$ cat src/rtl/pmic_seq_pkg.sv
// Shared definitions for the PMIC power sequencer: widths, command codes,
// register indexes, fixed delays and register reset values.
// No dependencies.
package pmic_seq_pkg;

  // Timer and register widths
  localparam int TIMER_BITS = 13;
  localparam int CFG_W      = 13;
  localparam int CFG_IDX_W  = 3;
  localparam int CMP_W      = (TIMER_BITS > CFG_W) ? TIMER_BITS : CFG_W;

  // Command codes carried in func
  localparam logic [1:0] FUNC_TICK   = 2'd0;
  localparam logic [1:0] FUNC_PWR_ON = 2'd1;
  localparam logic [1:0] FUNC_RESET  = 2'd2;

  // Configuration register indexes
  localparam logic [CFG_IDX_W-1:0] REG_PON_CHECK_EN  = 3'd0;
  localparam logic [CFG_IDX_W-1:0] REG_PON_ACT_LVL   = 3'd1;
  localparam logic [CFG_IDX_W-1:0] REG_HOLD_ACT_LVL  = 3'd2;
  localparam logic [CFG_IDX_W-1:0] REG_BOOT_PON_TO   = 3'd3;
  localparam logic [CFG_IDX_W-1:0] REG_HOLD_TO       = 3'd4;
  localparam logic [CFG_IDX_W-1:0] REG_RESET_DELAY   = 3'd5;
  localparam logic [CFG_IDX_W-1:0] REG_RESET_PON_TO  = 3'd6;

  // Fixed delays in ticks
  localparam logic [CMP_W-1:0] ON_DELAY_MS = CMP_W'(65);
  localparam logic [CMP_W-1:0] TAIL_MS     = CMP_W'(10);

  // Register reset values
  localparam logic [CFG_W-1:0] BOOT_PON_DEFAULT    = CFG_W'(100);
  localparam logic [CFG_W-1:0] HOLD_DEFAULT        = CFG_W'(240);
  localparam logic [CFG_W-1:0] RESET_DELAY_DEFAULT = CFG_W'(3000);
  localparam logic [CFG_W-1:0] RESET_PON_DEFAULT   = CFG_W'(1650);

  // Saturating timer maximum
  localparam logic [TIMER_BITS-1:0] ELAPSED_MAX = {TIMER_BITS{1'b1}};

endpackage

$ cat src/rtl/pmic_power_sequencer_core.sv
// PMIC power sequencer: input register, sequencing state machine with a
// saturating millisecond counter, and result register.
// Depends on pmic_seq_pkg.
//
//  channel | ports                                   | handshake
//  --------+-----------------------------------------+-------------------
//  in      | in_func, in_pon_level, in_hold_level    | in_valid/in_ready
//  out     | out_keypad_power_on, out_reset_in_on,   | out_valid/out_ready
//          | out_busy_res, out_finished, out_succeeded |
//  cfg     | cfg_index, cfg_wdata                    | cfg_we, no wait
//
// One beat per cycle is sustained while out_ready is high; a beat is held
// in the input register and then leaves through the result register.
// The sequencer state advances as a beat moves from input to result register.
// Reset (synchronous, active low) returns to idle with the default registers.
// A stall on out_ready backs up through both registers to in_ready.
module pmic_power_sequencer_core
  import pmic_seq_pkg::*;
(
  input  logic                 clk,
  input  logic                 rst_n,
  input  logic                 in_valid,
  output logic                 in_ready,
  input  logic [1:0]           in_func,
  input  logic                 in_pon_level,
  input  logic                 in_hold_level,
  output logic                 out_valid,
  input  logic                 out_ready,
  output logic                 out_keypad_power_on,
  output logic                 out_reset_in_on,
  output logic                 out_busy_res,
  output logic                 out_finished,
  output logic                 out_succeeded,
  input  logic                 cfg_we,
  input  logic [CFG_IDX_W-1:0] cfg_index,
  input  logic [CFG_W-1:0]     cfg_wdata
);

  // Phase codes
  localparam logic [2:0] PH_IDLE      = 3'd0;
  localparam logic [2:0] PH_ON_DELAY  = 3'd1;
  localparam logic [2:0] PH_ON_PON    = 3'd2;
  localparam logic [2:0] PH_ON_HOLD   = 3'd3;
  localparam logic [2:0] PH_ON_TAIL   = 3'd4;
  localparam logic [2:0] PH_RST_DELAY = 3'd5;
  localparam logic [2:0] PH_RST_PON   = 3'd6;

  // Configuration registers
  logic             pon_check_en_r;
  logic             pon_act_lvl_r;
  logic             hold_act_lvl_r;
  logic [CFG_W-1:0] boot_pon_to_r;
  logic [CFG_W-1:0] hold_to_r;
  logic [CFG_W-1:0] reset_delay_r;
  logic [CFG_W-1:0] reset_pon_to_r;

  // Input register
  logic       s1_valid_r;
  logic [1:0] s1_func_r;
  logic       s1_pon_r;
  logic       s1_hold_r;

  // Sequencer state
  logic [2:0]            phase_r, phase_nxt;
  logic [TIMER_BITS-1:0] elapsed_r, elapsed_nxt, elapsed_inc;
  logic                  ok_r, ok_nxt;
  logic                  kp_r, kp_nxt;
  logic                  rs_r, rs_nxt;
  logic                  done_nxt;

  // Result register
  logic out_valid_r;
  logic out_kp_r, out_rs_r, out_busy_r, out_fin_r, out_ok_r;

  logic s2_free;
  logic s1_adv;
  logic pon_met, hold_met, pon_skip;
  logic [CMP_W-1:0] el_cmp, inc_cmp;

  // Handshake: the input register moves on whenever the result register frees
  assign s2_free  = !out_valid_r || out_ready;
  assign s1_adv   = s1_valid_r && s2_free;
  assign in_ready = !s1_valid_r || s2_free;

  // Write configuration registers
  always_ff @(posedge clk) begin
    if (!rst_n) begin
      pon_check_en_r <= 1'b1;
      pon_act_lvl_r  <= 1'b1;
      hold_act_lvl_r <= 1'b1;
      boot_pon_to_r  <= BOOT_PON_DEFAULT;
      hold_to_r      <= HOLD_DEFAULT;
      reset_delay_r  <= RESET_DELAY_DEFAULT;
      reset_pon_to_r <= RESET_PON_DEFAULT;
    end else if (cfg_we) begin
      case (cfg_index)
        REG_PON_CHECK_EN: pon_check_en_r <= cfg_wdata[0];
        REG_PON_ACT_LVL:  pon_act_lvl_r  <= cfg_wdata[0];
        REG_HOLD_ACT_LVL: hold_act_lvl_r <= cfg_wdata[0];
        REG_BOOT_PON_TO:  boot_pon_to_r  <= cfg_wdata;
        REG_HOLD_TO:      hold_to_r      <= cfg_wdata;
        REG_RESET_DELAY:  reset_delay_r  <= cfg_wdata;
        REG_RESET_PON_TO: reset_pon_to_r <= cfg_wdata;
        default: ;
      endcase
    end
  end

  // Capture the incoming beat
  always_ff @(posedge clk) begin
    if (!rst_n) begin
      s1_valid_r <= 1'b0;
    end else if (in_ready) begin
      s1_valid_r <= in_valid;
    end
  end

  always_ff @(posedge clk) begin
    if (in_ready && in_valid) begin
      s1_func_r <= in_func;
      s1_pon_r  <= in_pon_level;
      s1_hold_r <= in_hold_level;
    end
  end

  // Saturating count and pin checks
  assign elapsed_inc = (elapsed_r == ELAPSED_MAX) ? elapsed_r : elapsed_r + 1'b1;
  assign el_cmp      = CMP_W'(elapsed_r);
  assign inc_cmp     = CMP_W'(elapsed_inc);
  assign pon_met     = (s1_pon_r == pon_act_lvl_r);
  assign hold_met    = (s1_hold_r == hold_act_lvl_r);
  assign pon_skip    = !pon_check_en_r || pon_met;

  // Advance the sequencer by one beat
  always_comb begin
    phase_nxt   = phase_r;
    elapsed_nxt = elapsed_r;
    ok_nxt      = ok_r;
    kp_nxt      = kp_r;
    rs_nxt      = rs_r;
    done_nxt    = 1'b0;
    if (phase_r == PH_IDLE) begin
      if (s1_func_r == FUNC_PWR_ON) begin
        ok_nxt      = 1'b1;
        rs_nxt      = 1'b0;
        kp_nxt      = 1'b1;
        phase_nxt   = PH_ON_DELAY;
        elapsed_nxt = '0;
      end else if (s1_func_r == FUNC_RESET) begin
        ok_nxt      = 1'b1;
        rs_nxt      = 1'b1;
        phase_nxt   = PH_RST_DELAY;
        elapsed_nxt = '0;
      end
    end else if (s1_func_r == FUNC_TICK) begin
      case (phase_r)
        PH_ON_DELAY: begin
          elapsed_nxt = elapsed_inc;
          if (inc_cmp >= ON_DELAY_MS) begin
            elapsed_nxt = '0;
            if (!pon_skip) begin
              phase_nxt = PH_ON_PON;
            end else if (hold_met) begin
              phase_nxt = PH_ON_TAIL;
            end else begin
              phase_nxt = PH_ON_HOLD;
            end
          end
        end
        PH_ON_PON: begin
          if (el_cmp >= CMP_W'(boot_pon_to_r)) begin
            ok_nxt      = 1'b0;
            phase_nxt   = PH_ON_TAIL;
            elapsed_nxt = '0;
          end else if (pon_met) begin
            phase_nxt   = hold_met ? PH_ON_TAIL : PH_ON_HOLD;
            elapsed_nxt = '0;
          end else begin
            elapsed_nxt = elapsed_inc;
          end
        end
        PH_ON_HOLD: begin
          if (el_cmp >= CMP_W'(hold_to_r)) begin
            ok_nxt      = 1'b0;
            phase_nxt   = PH_ON_TAIL;
            elapsed_nxt = '0;
          end else if (hold_met) begin
            phase_nxt   = PH_ON_TAIL;
            elapsed_nxt = '0;
          end else begin
            elapsed_nxt = elapsed_inc;
          end
        end
        PH_ON_TAIL: begin
          elapsed_nxt = elapsed_inc;
          if (inc_cmp >= TAIL_MS) begin
            kp_nxt      = 1'b0;
            phase_nxt   = PH_IDLE;
            elapsed_nxt = '0;
            done_nxt    = 1'b1;
          end
        end
        PH_RST_DELAY: begin
          elapsed_nxt = elapsed_inc;
          if (inc_cmp >= CMP_W'(reset_delay_r)) begin
            elapsed_nxt = '0;
            if (pon_skip) begin
              rs_nxt    = 1'b0;
              phase_nxt = PH_IDLE;
              done_nxt  = 1'b1;
            end else begin
              phase_nxt = PH_RST_PON;
            end
          end
        end
        PH_RST_PON: begin
          if (el_cmp >= CMP_W'(reset_pon_to_r)) begin
            ok_nxt      = 1'b0;
            rs_nxt      = 1'b0;
            phase_nxt   = PH_IDLE;
            elapsed_nxt = '0;
            done_nxt    = 1'b1;
          end else if (pon_met) begin
            rs_nxt      = 1'b0;
            phase_nxt   = PH_IDLE;
            elapsed_nxt = '0;
            done_nxt    = 1'b1;
          end else begin
            elapsed_nxt = elapsed_inc;
          end
        end
        default: begin
          phase_nxt   = PH_IDLE;
          elapsed_nxt = '0;
        end
      endcase
    end
  end

  // Commit the state as the beat moves on
  always_ff @(posedge clk) begin
    if (!rst_n) begin
      phase_r   <= PH_IDLE;
      elapsed_r <= '0;
      ok_r      <= 1'b1;
      kp_r      <= 1'b0;
      rs_r      <= 1'b0;
    end else if (s1_adv) begin
      phase_r   <= phase_nxt;
      elapsed_r <= elapsed_nxt;
      ok_r      <= ok_nxt;
      kp_r      <= kp_nxt;
      rs_r      <= rs_nxt;
    end
  end

  // Hold the result until taken
  always_ff @(posedge clk) begin
    if (!rst_n) begin
      out_valid_r <= 1'b0;
    end else if (s2_free) begin
      out_valid_r <= s1_valid_r;
    end
  end

  always_ff @(posedge clk) begin
    if (s1_adv) begin
      out_kp_r   <= kp_nxt;
      out_rs_r   <= rs_nxt;
      out_busy_r <= (phase_nxt != PH_IDLE);
      out_fin_r  <= done_nxt;
      out_ok_r   <= ok_nxt;
    end
  end

  assign out_valid           = out_valid_r;
  assign out_keypad_power_on = out_kp_r;
  assign out_reset_in_on     = out_rs_r;
  assign out_busy_res        = out_busy_r;
  assign out_finished        = out_fin_r;
  assign out_succeeded       = out_ok_r;

  // Keypad power and reset-in are never driven together
  a_lines_exclusive: assert property (@(posedge clk) disable iff (!rst_n)
    !(kp_r && rs_r))
    else $error("keypad power and reset-in both asserted");

  // A running sequence always holds one of its lines
  a_busy_line: assert property (@(posedge clk) disable iff (!rst_n)
    (phase_r != PH_IDLE) |-> (kp_r || rs_r))
    else $error("sequence running with no line asserted");

  // A finishing beat reports idle
  a_fin_idle: assert property (@(posedge clk) disable iff (!rst_n)
    (out_valid && out_finished) |-> !out_busy_res)
    else $error("finished beat still busy");

  // Back-pressure only while the input register is occupied
  a_ready_stall: assert property (@(posedge clk) disable iff (!rst_n)
    !in_ready |-> (s1_valid_r && out_valid_r && !out_ready))
    else $error("input stalled without a full pipeline");

endmodule
$ cat config.mk
export PLATFORM = sky130hd
export DESIGN_NAME = pmic_power_sequencer_core
export DESIGN_NICKNAME = d
export VERILOG_FILES = /design/src/rtl/pmic_seq_pkg.sv /design/src/rtl/pmic_power_sequencer_core.sv
export SDC_FILE = /design/constraint.sdc
export NUM_CORES = 1
export LEC_CHECK = 0
export BUFFER_PORTS_ARGS = -buffer_cell sky130_fd_sc_hd__buf_2
export CAP_MARGIN = 10
export CORE_UTILIZATION = 54
export CTS_CLUSTER_SIZE = 24
export DETAILED_ROUTE_END_ITERATION = 10
export GPL_ROUTABILITY_DRIVEN = 0
export PLACE_DENSITY = 0.79
export SYNTH_ARGS = -nofsm -noshare
export SYNTH_HDL_FRONTEND = slang
export SYNTH_SLANG_ARGS = --single-unit
$ cat constraint.sdc
create_clock -name clk -period 4.7 [get_ports clk]
set_input_delay 0.235 -clock clk [delete_from_list [all_inputs] [get_ports clk]]
set_output_delay 0.235 -clock clk [all_outputs]
set_load 0.02 [all_outputs]
==> impl_metrics.py <==
metrics = {
    "outcome": {
        "status": "complete, no violations",
    },
    "synthesis": {
        "syn_area_sq_mm": 0.00559,
        "yosysSeqAreaShare": 0.321,
        "async_reset_ff_frac": 0,
        "synth_area_leader_cell": "dfxtp_1",
        "avgSynthCellArea_sq_um": 8.06,
        "syn-num-nets": 769,
        "ys.flop_type": "dfxtp_1",
        "syn_inst": 694,
        "synth_cell_types": 75,
        "synth_seq_cells": 85,
        "yosys_warnings": 0,
        "synth_edf_count": 9,
        "ys_top_cells_by_area": "dfxtp_1, ha_1, nand2_1, edfxtp_1, a21boi_0",
        "synth_top_area_frac": 0.272,
    },
    "floorplan": {
        "dieArea_sq_mm": 0.0108,
        "floorplan.initialDensity": 0.564,
        "rows": 36,
        "die_w_um": 104,
        "core_area_sq_mm": 0.00991,
        "die_h_um": 104,
        "num_io_pins": 32,
    },
    "timing": {
        "rsz0062_at_grt": "false",
        "clock_skew_ns": 0.0107,
        "slew_headroom": 0.262,
        "fmax_ghz": 0.234,
        "worst_pin_slew_ns": 1.10,
        "tns_ns": 0,
        "hold_viol": 0,
        "slew_viol_final": 0,
        "final.min_clock_period_ns": 4.28,
        "finalSetupViolations": 0,
        "period_share": 0.911,
    },
    "min_path": {
        "holdCritPathClass": "input pin to flop",
    },
    "layout": {
        "area_growth_pct": 7.45,
        "layout-drive-gt1-share": 0.105,
        "final_cell_area_sq_mm": 0.00601,
        "n_antenna_cell": 0,
        "nFillCells": 895,
        "fin_nets": 782,
        "fin_util": 0.606,
    },
    "critical_path": {
        "crit_required_ns": 5.00,
        "startpoint_type": "flop",
        "crit_slowest_cell": "dfxtp_1",
        "max_stage_delay_ns": 0.61,
        "critPathTopFamily": "compound AO/OA/AOI/OAI gates",
        "end_kind": "flop",
        "worstSetupPathType": "flop to flop",
        "crit_fanout": 14,
        "crit_buf_inv": 1,
        "path_cells": "ha_1 > and3_1 > nand4_4 > nand2_1 > nor2_1 > or2_2 > ha_1 > nand4_1 > nand2_1 > a31oi_2 > o311ai_1 > a2111oi_2 > nor4_2 > a211oi_2 > buf_4 > a31oi_1 > a21oi_1",
        "arrival_ns": 4.58,
    },
    "clock_network": {
        "ctsRootBufferMaster": "clkbuf_8",
        "hold_buffers": 0,
        "cts_sinks": 85,
        "clkLatencyLatePin_ns": 0.37,
        "path_clk_slew_ns": 0.08,
        "post_cts_resized": 0,
        "cts_buffers": 9,
        "clk_path_buf_depth": 2,
        "postCtsSetupRepairBufs": 0,
        "cts_tree": "yes",
        "cts-htree-levels": 3,
    },
    "routing": {
        "first_pass_iters": 5,
        "ant_nets": 0,
        "via_count": 5213,
        "drtIter0Drc": 426,
        "wl_per_cell_um": 17.4,
        "via_per_inst": 6.18,
        "wirelength_mm": 14.7,
        "drc": 0,
    },
    "placement": {
        "hpwlAfterDp_mm": 11.0,
        "io_buffers": 31,
        "placed_cell_area_sq_mm": 0.00578,
    },
    "grt": {
        "track_usage": 0.279,
        "grt_pass1_vias": 5011,
        "antenna_found_initial": 0,
        "grt-ovfl-total": 0,
        "grt_max_degree": 66,
        "grt_pass1_wl_mm": 24.2,
    },
    "power_and_ir_drop": {
        "power.density_mw_per_mm2": 249,
        "ir_drop_mv": 0.180,
        "p_leak_nw": 2.42,
        "fin_total_pwr_mw": 1.50,
    },
    "run": {
        "cap_violations": 0,
    },
}
## per-stage QoR
step	hold WS [ns]	setup slack, ns	instances
floorplan	0.334	1.04	694
global placement	0.412	0.704	828
detailed placement	0.414	0.460	828
CTS	0.0301	0.449	843
global route	0.0255	0.135	844
finish	0.0356	0.418	844
## placed cells by master (no fill, tap or decap), drive strengths merged, types with 9 or more instances in the layout
cell type	count
edfxtp	9
dfxtp	76
o21ai	28
nand2	126
ha	50
a21oi	21
nand3	25
and2	9
a21boi	36
clkbuf	12
nor2b	11
a31oi	11
inv	61
buf	38
o211ai	23
nor2	32
nor3	9
nand4	15
## cell families after synthesis
family / share of synthesized area
AO/OA/AOI/OAI: 0.228
multiplexers: 0.00962
adder cells (fa/ha/maj): 0.112
buffers and inverters: 0.0743
XOR/XNOR: 0.0188
flip-flops: 0.321
AND/OR/NAND/NOR: 0.237
## flip-flops by register name (all words and copies together) (netlist names), 2 cells and up
name,flops
reset_delay_r,13
el_cmp,13
reset_pon_to_r,13
s1_func_r,2
boot_pon_to_r,13
phase_r,3
hold_to_r,13
## Yosys cell counts (7+ instances only)
cell	instances
a31oi_1	10
clkbuf_1	21
nor3_1	9
a21oi_1	20
o211ai_1	22
edfxtp_1	9
dfxtp_1	76
nand2_1	126
nor2_1	32
nand3_1	23
a21boi_0	35
inv_1	61
xnor2_1	7
ha_1	50
a21o_1	7
o21ai_0	23
and2_1	8
nand4_1	14
nor2b_1	11
## final timing paths
| path | depth (start not counted) | slack (ns) | startpoint | to |
|---|---|---|---|---|
| min reg2reg | 2 | 0.47 | reset_pon_to_r[8]$_SDFFE_PN0P_ | reset_pon_to_r[8]$_SDFFE_PN0P_ |
| max | 17 | 0.42 | el_cmp[1]$_SDFFE_PN0P_ | el_cmp[11]$_SDFFE_PN0P_ |
| max reg2reg | 17 | 0.42 | el_cmp[1]$_SDFFE_PN0P_ | el_cmp[11]$_SDFFE_PN0P_ |
| min | 1 | 0.04 | in_pon_level | s1_pon_r$_DFFE_PP_ |
## cell type report
cell class | count | area (sq um) | share of cell area
multi-input cells | 512 | 3390 | 0.564
flip-flops and latches | 85 | 1790 | 0.298
inverters | 61 | 229 | 0.0381
repair buffers | 38 | 208 | 0.0346
well taps | 133 | 166 | 0.0277
clock buffers | 12 | 155 | 0.0258
clock inverters | 3 | 68.8 | 0.0115
## power breakdown
| part | internal, mW | switching [mW] | leakage [nW] |
|---|---|---|---|
| registers | 0.752 | 0.0147 | 0.700 |
| logic | 0.0480 | 0.0854 | 1.61 |
| clock network | 0.327 | 0.270 | 0.113 |
## metal layers
layer	share of wire	up-vias	track usage
li1	-	2491	-
met1	0.43	2431	0.363
met2	0.46	249	0.458
met3	0.078	42	0.0415
met4	0.029	0	0.126
met5	0	-	0
Note: power is estimated with default switching activity, not from simulation.
